`config.mk`:
```
export PLATFORM = sky130hd
export DESIGN_NAME = infix_to_postfix_converter_core
export DESIGN_NICKNAME = d
export VERILOG_FILES = /design/src/rtl/itp_pkg.sv /design/src/rtl/infix_to_postfix_converter_core.sv /design/src/rtl/itp_front.sv /design/src/rtl/itp_back.sv
export SDC_FILE = /design/constraint.sdc
export NUM_CORES = 1
export LEC_CHECK = 0
export ABC_CLOCK_PERIOD_IN_PS = 4530
export BUFFER_PORTS_ARGS = -buffer_cell sky130_fd_sc_hd__buf_4
export CELL_PAD_IN_SITES_DETAIL_PLACEMENT = 0
export CELL_PAD_IN_SITES_GLOBAL_PLACEMENT = 1
export CORE_ASPECT_RATIO = 1.25
export CORE_MARGIN = 2
export CORE_UTILIZATION = 45
export DETAILED_ROUTE_END_ITERATION = 8
export PLACE_DENSITY = 0.72
export SYNTH_ARGS = -nofsm -noshare
export SYNTH_HDL_FRONTEND = slang
export SYNTH_SLANG_ARGS = --single-unit
```
`constraint.sdc`:
```
create_clock -name clk_i -period 4.53 [get_ports clk_i]
set_input_delay 0.906 -clock clk_i [delete_from_list [all_inputs] [get_ports clk_i]]
set_output_delay 0.906 -clock clk_i [all_outputs]
set_load 0.01 [all_outputs]
```
`src/rtl/itp_pkg.sv`:
```
// ----------------------------------------------------------------------------
// itp_pkg
// Shared types, character codes and precedence lookup for the infix to
// postfix converter.
// ----------------------------------------------------------------------------
package itp_pkg;

  localparam int STACK_DEPTH = 32;
  localparam int CNT_W       = $clog2(STACK_DEPTH + 1);
  localparam int IDX_W       = $clog2(STACK_DEPTH);

  localparam logic [7:0] CH_PLUS  = 8'h2B;
  localparam logic [7:0] CH_MINUS = 8'h2D;
  localparam logic [7:0] CH_STAR  = 8'h2A;
  localparam logic [7:0] CH_SLASH = 8'h2F;
  localparam logic [7:0] CH_OPEN  = 8'h28;
  localparam logic [7:0] CH_CLOSE = 8'h29;
  localparam logic [7:0] CH_LO_A  = 8'h61;
  localparam logic [7:0] CH_LO_Z  = 8'h7A;

  // precedence as an unsigned rank: -1 -> 0, '(' -> 1, +- -> 2, */ -> 3
  localparam logic [1:0] RANK_NONE = 2'd0;
  localparam logic [1:0] RANK_OPEN = 2'd1;
  localparam logic [1:0] RANK_ADD  = 2'd2;
  localparam logic [1:0] RANK_MUL  = 2'd3;

  localparam logic [1:0] ERR_NONE      = 2'd0;
  localparam logic [1:0] ERR_FULL      = 2'd1;
  localparam logic [1:0] ERR_UNMATCHED = 2'd2;

  typedef enum logic [1:0] {
    KIND_LETTER,
    KIND_OPEN,
    KIND_CLOSE,
    KIND_OPER
  } kind_e;

  typedef struct packed {
    kind_e      kind;
    logic [7:0] tok;
    logic [1:0] rank;
    logic       last;
  } item_t;

  typedef struct packed {
    logic [7:0] ch;
    logic       valid;
    logic       eoe;
    logic [1:0] err;
  } res_t;

  function automatic logic [1:0] prec_rank(input logic [7:0] c);
    logic [1:0] r;
    r = RANK_NONE;
    if (c == CH_PLUS || c == CH_MINUS) r = RANK_ADD;
    else if (c == CH_STAR || c == CH_SLASH) r = RANK_MUL;
    else if (c == CH_OPEN) r = RANK_OPEN;
    return r;
  endfunction

endpackage

```
`src/rtl/infix_to_postfix_converter_core.sv`:
```
// ----------------------------------------------------------------------------
// infix_to_postfix_converter_core
// Shunting-yard converter, one infix character in, postfix characters out.
// ----------------------------------------------------------------------------
// Each character is taken from the input queue in the idle state and then
// worked against the stack, which moves one entry per cycle while the result
// queue has room; the final character of an expression then flushes every
// entry left on the stack and writes the end result. A two-entry input queue
// and a two-entry result queue let input and output stall independently. The
// end mark and error code ride on the last character emitted for the final
// character and its flush, or on a bare result with out_valid low if none was.
module infix_to_postfix_converter_core (
  input  logic       clk_i,
  input  logic       rst_ni,
  input  logic       push,
  output logic       full,
  input  logic [7:0] token_i,
  input  logic       last_token_i,
  output logic       empty,
  input  logic       pop,
  output logic [7:0] out_char_o,
  output logic       out_valid_o,
  output logic       end_of_expr_o,
  output logic [1:0] error_code_o
);
  import itp_pkg::*;

  item_t item;
  logic  item_valid, item_take;
  res_t  res;

  itp_front u_front (
    .clk_i        (clk_i),
    .rst_ni       (rst_ni),
    .push         (push),
    .full         (full),
    .token_i      (token_i),
    .last_token_i (last_token_i),
    .item_o       (item),
    .item_valid_o (item_valid),
    .item_take_i  (item_take)
  );

  itp_back u_back (
    .clk_i        (clk_i),
    .rst_ni       (rst_ni),
    .item_i       (item),
    .item_valid_i (item_valid),
    .item_take_o  (item_take),
    .empty        (empty),
    .pop          (pop),
    .res_o        (res)
  );

  assign out_char_o    = res.ch;
  assign out_valid_o   = res.valid;
  assign end_of_expr_o = res.eoe;
  assign error_code_o  = res.err;

endmodule

```
`src/rtl/itp_front.sv`:
```
// ----------------------------------------------------------------------------
// itp_front
// Accepts characters, classifies them and queues them for the stack engine.
// ----------------------------------------------------------------------------
module itp_front (
  input  logic          clk_i,
  input  logic          rst_ni,
  input  logic          push,
  output logic          full,
  input  logic [7:0]    token_i,
  input  logic          last_token_i,
  output itp_pkg::item_t item_o,
  output logic          item_valid_o,
  input  logic          item_take_i
);
  import itp_pkg::*;

  item_t      q_mem_q [2];
  logic       wr_ptr_q, wr_ptr_d;
  logic       rd_ptr_q, rd_ptr_d;
  logic [1:0] cnt_q, cnt_d;
  item_t      cls;
  logic       wr_en, rd_en;

  always_comb begin
    cls.tok  = token_i;
    cls.last = last_token_i;
    cls.rank = prec_rank(token_i);
    if (token_i >= CH_LO_A && token_i <= CH_LO_Z) cls.kind = KIND_LETTER;
    else if (token_i == CH_OPEN) cls.kind = KIND_OPEN;
    else if (token_i == CH_CLOSE) cls.kind = KIND_CLOSE;
    else cls.kind = KIND_OPER;
  end

  assign full         = (cnt_q == 2'd2);
  assign item_valid_o = (cnt_q != 2'd0);
  assign item_o       = q_mem_q[rd_ptr_q];
  assign wr_en        = push && !full;
  assign rd_en        = item_take_i && item_valid_o;

  always_comb begin
    wr_ptr_d = wr_ptr_q ^ wr_en;
    rd_ptr_d = rd_ptr_q ^ rd_en;
    cnt_d    = cnt_q + {1'b0, wr_en} - {1'b0, rd_en};
  end

  always_ff @(posedge clk_i or negedge rst_ni) begin
    if (!rst_ni) begin
      wr_ptr_q <= 1'b0;
      rd_ptr_q <= 1'b0;
      cnt_q    <= 2'd0;
    end else begin
      wr_ptr_q <= wr_ptr_d;
      rd_ptr_q <= rd_ptr_d;
      cnt_q    <= cnt_d;
    end
  end

  always_ff @(posedge clk_i) begin
    if (wr_en) q_mem_q[wr_ptr_q] <= cls;
  end

endmodule

```
`src/rtl/itp_back.sv`:
```
// ----------------------------------------------------------------------------
// itp_back
// Stack engine: runs one queued character at a time against the operator
// stack and feeds a two-entry result queue.
// ----------------------------------------------------------------------------
module itp_back (
  input  logic           clk_i,
  input  logic           rst_ni,
  input  itp_pkg::item_t item_i,
  input  logic           item_valid_i,
  output logic           item_take_o,
  output logic           empty,
  input  logic           pop,
  output itp_pkg::res_t  res_o
);
  import itp_pkg::*;

  typedef enum logic [1:0] {
    ST_IDLE,
    ST_WORK,
    ST_FLUSH
  } state_e;

  state_e           state_q, state_d;
  item_t            cur_q, cur_d;
  logic [CNT_W-1:0] count_q, count_d;
  logic [7:0]       top_q, top_d;
  logic [7:0]       nxt_q;
  logic [1:0]       err_q, err_d;
  res_t             pend_q, pend_d;
  logic             pend_vld_q, pend_vld_d;

  // stack below the top entry; top lives in top_q, the one under it in nxt_q
  logic [7:0]       stk_mem [STACK_DEPTH];
  logic             mem_we;
  logic [IDX_W-1:0] mem_waddr, mem_raddr;
  logic             mem_re;

  // result queue
  res_t             oq_mem_q [2];
  logic             oq_wr_ptr_q, oq_rd_ptr_q;
  logic [1:0]       oq_cnt_q;
  logic             oq_full, oq_wr, oq_rd;
  res_t             oq_wdata;

  logic             has_top, stk_full;
  logic             do_pop, do_push, emit, finish, set_err, end_wr;
  logic [7:0]       push_ch;
  logic [1:0]       err_code;
  res_t             new_res;

  assign has_top  = (count_q != '0);
  assign stk_full = (count_q == CNT_W'(STACK_DEPTH));
  assign oq_full  = (oq_cnt_q == 2'd2);

  // action of this cycle
  always_comb begin
    do_pop   = 1'b0;
    do_push  = 1'b0;
    emit     = 1'b0;
    finish   = 1'b0;
    set_err  = 1'b0;
    end_wr   = 1'b0;
    err_code = ERR_NONE;
    push_ch  = cur_q.tok;
    new_res  = '{ch: top_q, valid: 1'b1, eoe: 1'b0, err: ERR_NONE};
    item_take_o = 1'b0;
    unique case (state_q)
      ST_IDLE: item_take_o = item_valid_i;
      ST_WORK: begin
        if (!oq_full) begin
          unique case (cur_q.kind)
            KIND_LETTER: begin
              emit       = 1'b1;
              new_res.ch = cur_q.tok;
              finish     = 1'b1;
            end
            KIND_OPEN: begin
              do_push = 1'b1;
              finish  = 1'b1;
            end
            KIND_CLOSE: begin
              if (has_top && top_q != CH_OPEN) begin
                do_pop = 1'b1;
                emit   = 1'b1;
              end else if (has_top) begin
                do_pop = 1'b1;
                finish = 1'b1;
              end else begin
                set_err  = 1'b1;
                err_code = ERR_UNMATCHED;
                finish   = 1'b1;
              end
            end
            KIND_OPER: begin
              if (has_top && cur_q.rank <= prec_rank(top_q)) begin
                do_pop = 1'b1;
                emit   = 1'b1;
              end else begin
                do_push = 1'b1;
                finish  = 1'b1;
              end
            end
            default: ;
          endcase
        end
      end
      ST_FLUSH: begin
        if (!oq_full) begin
          if (has_top) begin
            do_pop = 1'b1;
            emit   = 1'b1;
          end else begin
            end_wr = 1'b1;
          end
        end
      end
      default: ;
    endcase
    // push onto a full stack is dropped
    if (do_push && stk_full) begin
      do_push  = 1'b0;
      set_err  = 1'b1;
      err_code = ERR_FULL;
    end
  end

  // stack pointer, top and memory port
  always_comb begin
    count_d   = count_q;
    top_d     = top_q;
    mem_we    = 1'b0;
    mem_waddr = IDX_W'(count_q - CNT_W'(1));
    if (do_push) begin
      mem_we  = has_top;
      top_d   = push_ch;
      count_d = count_q + CNT_W'(1);
    end else if (do_pop) begin
      top_d   = nxt_q;
      count_d = count_q - CNT_W'(1);
    end
    mem_re    = (count_d >= CNT_W'(2));
    mem_raddr = IDX_W'(count_d - CNT_W'(2));
  end

  always_ff @(posedge clk_i) begin
    if (mem_we) stk_mem[mem_waddr] <= top_q;
    if (mem_re) begin
      if (mem_we && mem_waddr == mem_raddr) nxt_q <= top_q;
      else nxt_q <= stk_mem[mem_raddr];
    end
  end

  // result routing; on the final character results are held back one slot so
  // that the end mark can ride on the last one
  always_comb begin
    oq_wr      = 1'b0;
    oq_wdata   = new_res;
    pend_d     = pend_q;
    pend_vld_d = pend_vld_q;
    err_d      = err_q;
    if (set_err && err_q == ERR_NONE) err_d = err_code;
    if (emit) begin
      if (!cur_q.last) begin
        oq_wr = 1'b1;
      end else begin
        oq_wr      = pend_vld_q;
        oq_wdata   = pend_q;
        pend_d     = new_res;
        pend_vld_d = 1'b1;
      end
    end
    if (end_wr) begin
      oq_wr = 1'b1;
      if (pend_vld_q) oq_wdata = '{ch: pend_q.ch, valid: 1'b1, eoe: 1'b1, err: err_q};
      else oq_wdata = '{ch: 8'd0, valid: 1'b0, eoe: 1'b1, err: err_q};
      pend_vld_d = 1'b0;
      err_d      = ERR_NONE;
    end
  end

  always_comb begin
    state_d = state_q;
    cur_d   = cur_q;
    unique case (state_q)
      ST_IDLE: begin
        if (item_valid_i) begin
          cur_d   = item_i;
          state_d = ST_WORK;
        end
      end
      ST_WORK: begin
        if (finish) state_d = cur_q.last ? ST_FLUSH : ST_IDLE;
      end
      ST_FLUSH: begin
        if (end_wr) state_d = ST_IDLE;
      end
      default: state_d = ST_IDLE;
    endcase
  end

  always_ff @(posedge clk_i or negedge rst_ni) begin
    if (!rst_ni) begin
      state_q    <= ST_IDLE;
      count_q    <= '0;
      err_q      <= ERR_NONE;
      pend_vld_q <= 1'b0;
    end else begin
      state_q    <= state_d;
      count_q    <= count_d;
      err_q      <= err_d;
      pend_vld_q <= pend_vld_d;
    end
  end

  always_ff @(posedge clk_i) begin
    cur_q  <= cur_d;
    top_q  <= top_d;
    pend_q <= pend_d;
  end

  // result queue
  assign empty = (oq_cnt_q == 2'd0);
  assign res_o = oq_mem_q[oq_rd_ptr_q];
  assign oq_rd = pop && !empty;

  always_ff @(posedge clk_i or negedge rst_ni) begin
    if (!rst_ni) begin
      oq_wr_ptr_q <= 1'b0;
      oq_rd_ptr_q <= 1'b0;
      oq_cnt_q    <= 2'd0;
    end else begin
      oq_wr_ptr_q <= oq_wr_ptr_q ^ oq_wr;
      oq_rd_ptr_q <= oq_rd_ptr_q ^ oq_rd;
      oq_cnt_q    <= oq_cnt_q + {1'b0, oq_wr} - {1'b0, oq_rd};
    end
  end

  always_ff @(posedge clk_i) begin
    if (oq_wr) oq_mem_q[oq_wr_ptr_q] <= oq_wdata;
  end

endmodule

```
## After elaboration in Yosys (flattened, before gate mapping)

Memories as Yosys holds them, arrays and structs flattened. A register that Yosys moved wholly into a read port is not among the register bits.
Cells that the tools add are included.

| storage, ports and cells | value |
|---|---|
| flip-flop bits (word level) | 35 |
| memory bits (writable) | 306 |
| input bits | 13 |
| output and inout port bits | 14 |
| word-level logic and storage cells | 160 |
| memories | 3 |

Memory list:

| memory | depth | width | read ports | clocked after Yosys merged registers in | wr ports | RTL line | text |
|---|---|---|---|---|---|---|---|
| u_back.stk_mem | 32 | 8 | 1 | 1 | 1 | itp_back.sv:34 | `logic [7:0] stk_mem [STACK_DEPTH];` |
| u_front.q_mem_q | 2 | 13 | 1 | 1 | 1 | itp_front.sv:18 | `item_t q_mem_q [2];` |
| u_back.oq_mem_q | 2 | 12 | 1 | 0 | 1 | itp_back.sv:40 | `res_t oq_mem_q [2];` |

| operators by class | value |
|---|---|
| add/sub/neg operators | 7 |
| magnitude comparators | 4 |
| equality and inequality tests | 23 |
| multiplexer cells | 78 |
| bitwise gates (word level) | 4 |
| reductions and logical operators | 29 |

Operator list:

| kind | number |
|---|---|
| equality test 8 x 6 -> 1 bit (second input constant) | 11 |
| 2-to-1 mux 12 bit | 4 |
| 2-to-1 mux 2 bit | 21 |
| 2-to-1 mux 8 bit | 5 |
| 2-to-1 mux 1 bit | 39 |
| 2-to-1 mux 6 bit | 2 |
| equality test 2 bit (second input constant) | 5 |
| nonzero test 2 bit | 5 |
| greater-or-equal comparator 8 x 7 -> 1 bit (second input constant) | 1 |
| less-or-equal comparator 8 x 7 -> 1 bit (second input constant) | 1 |
| logical AND 1 bit | 8 |
| logical NOT 2 bit | 4 |
| != test 8 x 6 -> 1 bit (second input constant) | 1 |
| one-hot mux 1 bit (2 select lines) | 4 |
| adder 6 x 1 -> 6 bit (second input constant) | 1 |
| equality test 6 bit (second input constant) | 1 |
| greater-or-equal comparator 6 x 2 -> 1 bit (second input constant) | 1 |
| != test 2 x 1 -> 1 bit (second input constant) | 3 |
| one-hot mux 1 bit (3 select lines) | 2 |
| one-hot mux 2 bit (3 select lines) | 1 |
| AND reduction 2 bit | 3 |
| nonzero test 6 bit | 1 |
| subtractor 6 x 1 -> 6 bit (second input constant) | 1 |
| subtractor 5 x 2 -> 5 bit (second input constant) | 1 |
| other kinds (9) | 19 |

## Logic depth before layout (Yosys ltp)

Gate-level depths: netlist of the first run.

| logic depth | value |
|---|---|
| word-level depth | 18 |
| gate-level depth with buffers | 19 |
| gate-level depth less buffers | 16 |

## By module

Synthesis of the first run repeated with hierarchy kept, for this count alone.

| second synthesis, totals | value |
|---|---|
| cells, all modules | 972 |
| area, all modules | 15,361.0 µm² |

Modules (own cells, without submodules):

| module | instances | cells each | area each (µm²) | sequential area each (µm²) |
|---|---|---|---|---|
| itp_back | 1 | 894 | 14,108.5 | 9,894.5 |
| itp_front | 1 | 78 | 1,252.5 | 880.8 |

## Least setup slack after synthesis of the first run

Ideal clock, no wire load.

| path | value |
|---|---|
| path type | register to register |
| start | reg u_back.top_q[3] |
| end | reg u_back.nxt_q[4], read port of u_back.stk_mem (data pin) |
| setup time | 0.152 ns |
| arrival time | 4.408 ns |
| data required time | 4.378 ns |
| slack | -0.030 ns |
| stages on the path, launching flop included | 18 |
| buffers on the path | 2 |
| clock period less this slack | 4.560 ns |
| cell sequence | edfxtp_1 -> nor4b_1 -> nand3_1 -> ha_1 -> nor2b_1 -> o2111a_1 -> nor3_1 -> o2bb2ai_2 -> nor2_4 -> ha_1 -> inv_1 -> o211ai_1 -> and2_1 -> clkbuf_1 -> clkbuf_1 -> nand3_1 -> a31o_2 -> a31oi_1 |

| between the ends | value |
|---|---|
| word-level cells in the longest chain between the ends | 17 |
| elaborated cells on any way between the ends | 32 |
| classes of those cells | add/sub: 1; order compare: 2; eq/ne: 6; mux: 18; reduce/logical: 5 |

Ends and longest elaborated chain:

| what | RTL line | text |
|---|---|---|
| start: declaration | itp_back.sv:27 | `logic [7:0] top_q, top_d;` |
| start signal: assignment | itp_back.sv:218 | `top_q <= top_d;` |
| equality test 8 x 6 -> 1 bit, on equally long branches | itp_pkg.sv:57, itp_pkg.sv:56 |  |
| 2-to-1 mux 1 bit / logical OR 1 bit (equally long branches) | itp_pkg.sv:57, itp_pkg.sv:56 |  |
| 2-to-1 mux 2 bit | itp_pkg.sv:56 | `else if (c == CH_STAR \|\| c == CH_SLASH) r = RANK_MUL;` |
| 2-to-1 mux 2 bit | itp_pkg.sv:55 | `if (c == CH_PLUS \|\| c == CH_MINUS) r = RANK_ADD;` |
| 2-to-1 mux 2 bit | itp_back.sv:72 | `unique case (cur_q.kind)` |
| 2-to-1 mux 2 bit | itp_back.sv:71 | `if (!oq_full) begin` |
| 2-to-1 mux 2 bit | itp_back.sv:68 | `unique case (state_q)` |
| less-or-equal comparator 2 bit | itp_back.sv:96 | `if (has_top && cur_q.rank <= prec_rank(top_q)) begin` |
| logical AND 1 bit | itp_back.sv:96 |  |
| 2-to-1 mux 1 bit | itp_back.sv:96 |  |
| one-hot mux 1 bit (2 select lines) | itp_back.sv:72 |  |
| 2-to-1 mux 1 bit | itp_back.sv:71 |  |
| 2-to-1 mux 1 bit | itp_back.sv:68 |  |
| logical AND 1 bit | itp_back.sv:121 | `if (do_push && stk_full) begin` |
| 2-to-1 mux 1 bit | itp_back.sv:121 |  |
| 2-to-1 mux 6 bit (*) | itp_back.sv:134 | `if (do_push) begin` |
| subtractor 5 x 2 -> 5 bit / greater-or-equal comparator 6 x 2 -> 1 bit (equally long branches) | itp_back.sv:143, itp_back.sv:142 |  |
| end: declaration | itp_back.sv:28 | `logic [7:0] nxt_q;` |

Mark *: on every way between the ends. The rest lies on a longest branch, timed or not. The select of a mux whose other input is x is not followed.
A chain may end at the register's enable or synchronous reset.

## Worst setup path in the final report of the first run

| path | value |
|---|---|
| start | reg u_back.top_q[4] |
| end | reg u_back.nxt_q[2], read port of u_back.stk_mem (data pin) |

Same word-level chain as after synthesis.

==> metrics, run 1 <==
status finished, final reports clean; WL/cell 23.0 um; pre-CTS WS -0.0178 ns; number of diodes 0; die width 168 um; Synth Area in Compound Gates 0.0570; vias in the first global route 8,510; Max Slew Vio Count 0; drt total wl 33.2 mm; Mapped Avg Cell Area 16.7 sq um; Synth Area in XOR/XNOR 0.00866; Internal Pwr Total 0.00877 W; I/O pin count 27; CP Cell Sequence nor4b_2, nand3_1, ha_1, nor2b_1, o2111a_1, or3_4, a211oi_2, nor2_4, ha_1, inv_1, o211ai_1, and2_1, buf_4, and3_1, o31ai_1, a31oi_1; slowest CP cell or3_4; FFs w/ async S/R, synth 0.0525; Net Switching 0.00538 W; top_reg_cell synth edfxtp_1; clk_skew 0.0253 ns; global-route wire length before repair 51.0 mm; slew of the pin with the lowest slew margin 1.14 ns; Synth Cell Area 15,200 sq um; combinational cell fraction of total power 0.457; Yosys cell types 55; final net count 1,027; placement row count 75; Initial Util 0.454; fin crit share 0.931; FF+latch count, synth 362; initial antenna violation count 0; cell count after synthesis 908; Seq pwr share 0.344; Syn. warnings 0; clock transition at the registers of the reported paths 0.07 ns; Clock H-tree levels 2; Rel. slew slack 0.235; Clk pwr share 0.199; total congestion overflow 0; CP endpoint kind register; GRT Total Usage 0.194; Area Growth Syn to Fin 14.2%; Pwr per Cell Area 817 nW/um^2; DRC Markers 0; met2 usage 0.342; Final Non-Filler Cells 1,443; met1 Usage GRT 0.235; Synthesized Nets 941; worst path arrival time 4.47 ns; worst r2r path cells 16; leakage power 5.88 nW; CP peak stage delay 0.43 ns; GP Congestion 0.874; main combinational cell family by area after synthesis multiplexers; Final Power 0.0142 W; via count 8,248; unrepaired setup endpoints after global routing no; post-synthesis mux area share 0.113; # placed instances 1,380; Top cell by count, worst path ha_1; first drt pass iteration count 5; largest net degree at the start of global routing 52; CTS root buf clkbuf_16; critical-path maximum fanout 27; Final min period 4.22 ns; CTS Buffer Depth 3; Core Region 33,400 sq um; Post-Synth Simple-Gate Area 0.0720; Via density 5.72; Final TNS setup 0 ns; Final Hold Fails 0; gr busiest metal met2; share of layout cells above drive strength 1 0.251; startpoint class of the critical path register; Switching Fraction 0.380; CTS Buf Count 35; total die area 35,200 sq um; fillcell total 2,693; DP Area 16,200 sq um; Port Buffer Count 26; peak supply drop 0.000493 V; adder-cell share of the synthesized area 0.0165; CTS Hold Bufs 0; Final Instance Area 17,300 sq um; most frequent cells in the layout edfxtp_1, buf_4, mux4_2; clk_lat worst skew 0.54 ns; fin worst setup slack 0.314 ns; clk sinks 362; GRT met3 Usage 0.0305; most common cell after layout, fill and taps aside edfxtp_1; sequential area share after synthesis 0.710; Crit Path Category register to register; Min-Delay Path Class input pin to async pin; Setup-failing EPs final 0; die height 209 um; Critical Path RT 4.79 ns; Post-DP HPWL 21.7 mm; Setup Fix Bufs, Post-CTS 0; number of flops mapped to enable cells by yosys 343; Final ANT Viol Nets 0; CTS tree done; # Max-Cap Violations 0; initial detailed-routing violation count 660; fmax 0.237 GHz
-- cell families after synthesis --
family | Yosys count
AND/OR/NAND/NOR | 221
buffers and inverters | 71
XOR/XNOR | 15
AO/OA/AOI/OAI | 120
multiplexers | 99
flip-flops | 362
adder cells (fa/ha/maj) | 20
-- timing repair --
action,in CTS,in global routing
endpoints found under the setup margin,4,8
gates cloned,0,0
gates resized for setup,2,5
-- power groups by stage --
stage | sequential (W) | clock (W) | combinational, W
after detailed placement | 0.00494 | 0 | 0.00649
after CTS | 0.00487 | 0.00289 | 0.00652
after global routing | 0.00491 | 0.00301 | 0.00699
after floorplan | 0.00497 | 0 | 0.00431
final | 0.00487 | 0.00282 | 0.00646
after global placement | 0.00493 | 0 | 0.00645
-- Yosys cell counts (all sizes together), types with 14 or more instances --
| master | count | area share |
|---|---|---|
| edfxtp | 343 | 0.68 |
| mux4 | 54 | 0.080 |
| nand2 | 54 | 0.014 |
| nor2 | 48 | 0.012 |
| nand3 | 44 | 0.015 |
| mux2 | 42 | 0.031 |
| inv | 29 | 0.0072 |
| o21ai | 29 | 0.010 |
| clkbuf | 22 | 0.0054 |
| buf | 20 | 0.0095 |
| ha | 20 | 0.016 |
| and3 | 19 | 0.0078 |
| dfrtp | 19 | 0.031 |
| nand4 | 17 | 0.0070 |
| a21oi | 14 | 0.0046 |
-- worst paths after layout --
check | startpoint | slack [ns] | to
min reg2reg | u_back.oq_cnt_q[1] | 0.50 | u_back.oq_cnt_q[1]
min in group clk_i | u_back.oq_cnt_q[1] | 0.50 | u_back.oq_cnt_q[1]
max reg2reg | u_back.top_q[4] | 0.31 | u_back.nxt_q[2]
max in group asynchronous | rst_ni | 4.02 | u_front.cnt_q[0]
min | rst_ni | 0.27 | u_back.oq_rd_ptr_q
max | u_back.top_q[4] | 0.31 | u_back.nxt_q[2]
-- worst max-delay path, delay by kind of cell (launching register included) --
kind,cells,cell delay [ns]
adders and majority gates,2,0.53
AOI/OAI and AO/OA,5,1.19
buffers and inverters,2,0.30
DFF,1,0.40
and+or+nand+nor,7,1.53
-- metrics by stage --
| step | utilization | hold WS (ns) |
|---|---|---|
| 6_report | 0.518 | 0.267 |
| 5_1_grt | 0.518 | 0.275 |
| 4_1_cts | 0.518 | 0.259 |
| 3_5_place_dp | 0.484 | 0.497 |
| 3_3_place_gp | 0.484 | 0.493 |
| 2_1_floorplan | - | 0.468 |
-- registers in the layout, summed over array words and instances (netlist names), 6 cells and up --
name and flops:
u_back.pend_q 8, u_back.oq_mem_q 24, u_back.count_q 6, u_back.top_q 8, u_back.push_ch 8, u_back.nxt_q 8
u_front.q_mem_q 26, u_back.stk_mem 256
-- cell type report --
type,count,area [sq um],share of cell area
Clock buffer,44,952,0.0550
Clock inverter,19,146,0.00845
Inverter,29,109,0.00629
Multi-Input combinational cell,475,4100,0.237
Sequential cell,362,10800,0.622
Tap cell,423,529,0.0306
Timing Repair Buffer,91,708,0.0409
-- metal layers --
metal	vias to the layer above	wire [um]
li1	3762	-
met1	4208	13000
met2	199	17400
met3	79	1450
met4	0	1390
met5	-	0
Power figures use the tool's default switching activity.
==> run 2: changes to the inputs <==
--- a/config.mk
+++ b/config.mk
@@ -13,7 +13,7 @@
 export CORE_MARGIN = 2
 export CORE_UTILIZATION = 45
 export DETAILED_ROUTE_END_ITERATION = 8
-export PLACE_DENSITY = 0.72
+export PLACE_DENSITY_LB_ADDON = 0.3
 export SYNTH_ARGS = -nofsm -noshare
 export SYNTH_HDL_FRONTEND = slang
 export SYNTH_SLANG_ARGS = --single-unit
==> run 2 against run 1 <==
  * Global-route usage about the same
  * Non-clock buffer count increased by 3
  * Die area is the same
==> metrics, run 2 (synthesized netlist as in run 1, its figures left out) <==
internal reg-to-reg setup slack 0.19 ns (was 0.31 ns); worst r2r path cells 17 (was 16); final core utilization 0.525 (was 0.518); most common cell after layout, fill and taps aside edfxtp_1 (unchanged); vias in the first global route 8,478 (was 8,510); share of layout cells above drive strength 1 0.263 (was 0.251); Min-Delay Path Class input pin to async pin (unchanged); Critical Path RT 4.80 ns (was 4.79 ns); die height 209 um (unchanged); slowest CP cell edfxtp_1 (was or3_4); CP peak stage delay 0.43 ns (about the same); largest registers u_back.stk_mem x256, u_front.q_mem_q x26, u_back.oq_mem_q x24 (unchanged); CP Cell Sequence nor4b_4, nand3_1, ha_1, nor2b_1, o2111a_1, or3_4, buf_4, o31ai_4, xnor2_2, ha_2, buf_12, inv_1, a21oi_1, buf_4, a22o_1, o31ai_1, a31oi_1 (was nor4b_2, nand3_1, ha_1, nor2b_1, o2111a_1, or3_4, a211oi_2, nor2_4, ha_1, inv_1, o211ai_1, and2_1, buf_4, and3_1, o31ai_1, a31oi_1); worst path arrival time 4.61 ns (was 4.47 ns); leakage power 5.98 nW (was 5.88 nW); first drt pass iteration count 5 (unchanged); CTS Buf Count 37 (was 35); initial detailed-routing violation count 601 (was 660); Setup-failing EPs final 0 (unchanged); clk_lat worst skew 0.55 ns (was 0.54 ns); placement row count 75 (unchanged); WL/cell 23.2 um (was 23.0 um); # Max-Cap Violations 0 (unchanged); I/O pin count 27 (unchanged); Initial Util 0.454 (unchanged); DP Area 16,200 sq um (about the same); via count 8,278 (was 8,248); total congestion overflow 0 (unchanged); Largest delay share family, worst path compound AO/OA/AOI/OAI gates (was simple AND/OR/NAND/NOR gates); GRT Total Usage 0.193 (was 0.194); Port Buffer Count 26 (unchanged); Final min period 4.34 ns (was 4.22 ns); Pwr per Cell Area 838 nW/um^2 (was 817 nW/um^2); die width 168 um (unchanged); RR Startpoint u_back.top_q[4] (unchanged); most frequent cells in the layout edfxtp_1, buf_4, mux4_2 (unchanged); fillcell total 2,678 (was 2,693); Area Growth Syn to Fin 15.7% (was 14.2%); fin crit share 0.959 (was 0.931); Final TNS setup 0 ns (unchanged); Max Slew Vio Count 0 (unchanged); fmax 0.230 GHz (was 0.237 GHz); largest register by flop count u_back.stk_mem (unchanged); reg2reg end u_back.nxt_q[5] (was u_back.nxt_q[2]); max FFs per register 256 (unchanged); status finished, final reports clean (unchanged); slew of the pin with the lowest slew margin 1.22 ns (was 1.14 ns); final net count 1,032 (was 1,027); CP Launch Point u_back.top_q[4] (unchanged); unrepaired setup endpoints after global routing no (unchanged); Post-DP HPWL 21.7 mm (about the same); clk_skew 0.0270 ns (was 0.0253 ns); Final Instance Area 17,500 sq um (was 17,300 sq um); Buf/Inv on CP 4 (was 2); peak supply drop 0.000480 V (was 0.000493 V); DRC Markers 0 (unchanged); Top cell by count, worst path buf_4 (was ha_1); CP endpoint kind register (unchanged); clock transition at the registers of the reported paths 0.06 ns (was 0.07 ns); CTS root buf clkbuf_16 (unchanged); Final Hold Fails 0 (unchanged); drt total wl 33.6 mm (was 33.2 mm); GP Congestion 0.812 (was 0.874); number of diodes 0 (unchanged); Final ANT Viol Nets 0 (unchanged); startpoint class of the critical path register (unchanged); clk sinks 362 (unchanged); CTS Buffer Depth 3 (unchanged); Rel. slew slack 0.179 (was 0.235); Clock H-tree levels 2 (unchanged); critical-path maximum fanout 30 (was 27); Core Region 33,400 sq um (unchanged); initial antenna violation count 0 (unchanged); Reg area 10,800 sq um (unchanged); CTS Hold Bufs 0 (unchanged); global-route wire length before repair 51.2 mm (was 51.0 mm); Crit Path Category register to register (unchanged); largest net degree at the start of global routing 37 (was 52); CTS tree done (unchanged); total die area 35,200 sq um (unchanged); Via density 5.72 (about the same); area of the multi-input gates 4120 sq um (was 4100 sq um)
==> run 2: worst max-delay path by stage <==
stage	to	depth (start not counted)
2_1_floorplan	u_back.nxt_q[6]	18
3_3_place_gp	u_back.nxt_q[7]	16
3_5_place_dp	u_back.nxt_q[7]	17
4_1_cts	u_back.nxt_q[6]	17
5_1_grt	u_back.nxt_q[5]	17
6_report	u_back.nxt_q[5]	17
==> run 2: power breakdown <==
group | leakage [nW] | internal (W) | switching (W) | total [W]
clock | 0.601 | 0.00186 | 0.00126 | 0.00312
combinational | 2.03 | 0.00272 | 0.00398 | 0.00670
sequential | 3.34 | 0.00460 | 0.000275 | 0.00487
total | 5.98 | 0.00918 | 0.00552 | 0.0147
==> run 2: per-layer routing <==
layer / part of all wire / up-vias / wire length [um] / GRT usage
li1: - / 3779 / - / -
met1: 0.41 / 4249 / 13600 / 0.239
met2: 0.53 / 200 / 17800 / 0.352
met3: 0.039 / 50 / 1290 / 0.0277
met4: 0.024 / 0 / 813 / 0.0592
met5: 0 / - / 0 / 0
==> run 2: repair_timing <==
item / 4_1_cts / 5_1_grt
endpoints found under the setup margin: 0 / 8
buffers inserted: 0 / 0
resized for setup: 0 / 14
==> run 2: worst register-to-register path, cell delays in order (launching register included) <==
cell and delay [ns]:
edfxtp_1 0.43, nor4b_4 0.30, nand3_1 0.11, ha_1 0.31, nor2b_1 0.14, o2111a_1 0.26, or3_4 0.40, buf_4 0.17
o31ai_4 0.21, xnor2_2 0.19, ha_2 0.35, buf_12 0.17, inv_1 0.09, a21oi_1 0.04, buf_4 0.19, a22o_1 0.25
o31ai_1 0.31, a31oi_1 0.12
==> run 2: layout make-up <==
class                      instances  area share
sequential                       362       0.614
multi-input combinational        475       0.235
clock buffer                      44      0.0543
timing repair buffer              94      0.0435
tap                              423      0.0302
clock inverter                    20      0.0167
inverter                          29     0.00620
==> run 2: through the flow <==
step	setup WS (ns)	hold WS, ns	instances	power (W)
2_1_floorplan	0.116	0.468	908	0.00928
3_3_place_gp	0.0252	0.488	1383	0.0115
3_5_place_dp	0.0663	0.496	1383	0.0116
4_1_cts	0.0100	0.253	1447	0.0147
5_1_grt	0.0410	0.262	1447	0.0154
6_report	0.187	0.257	1447	0.0147
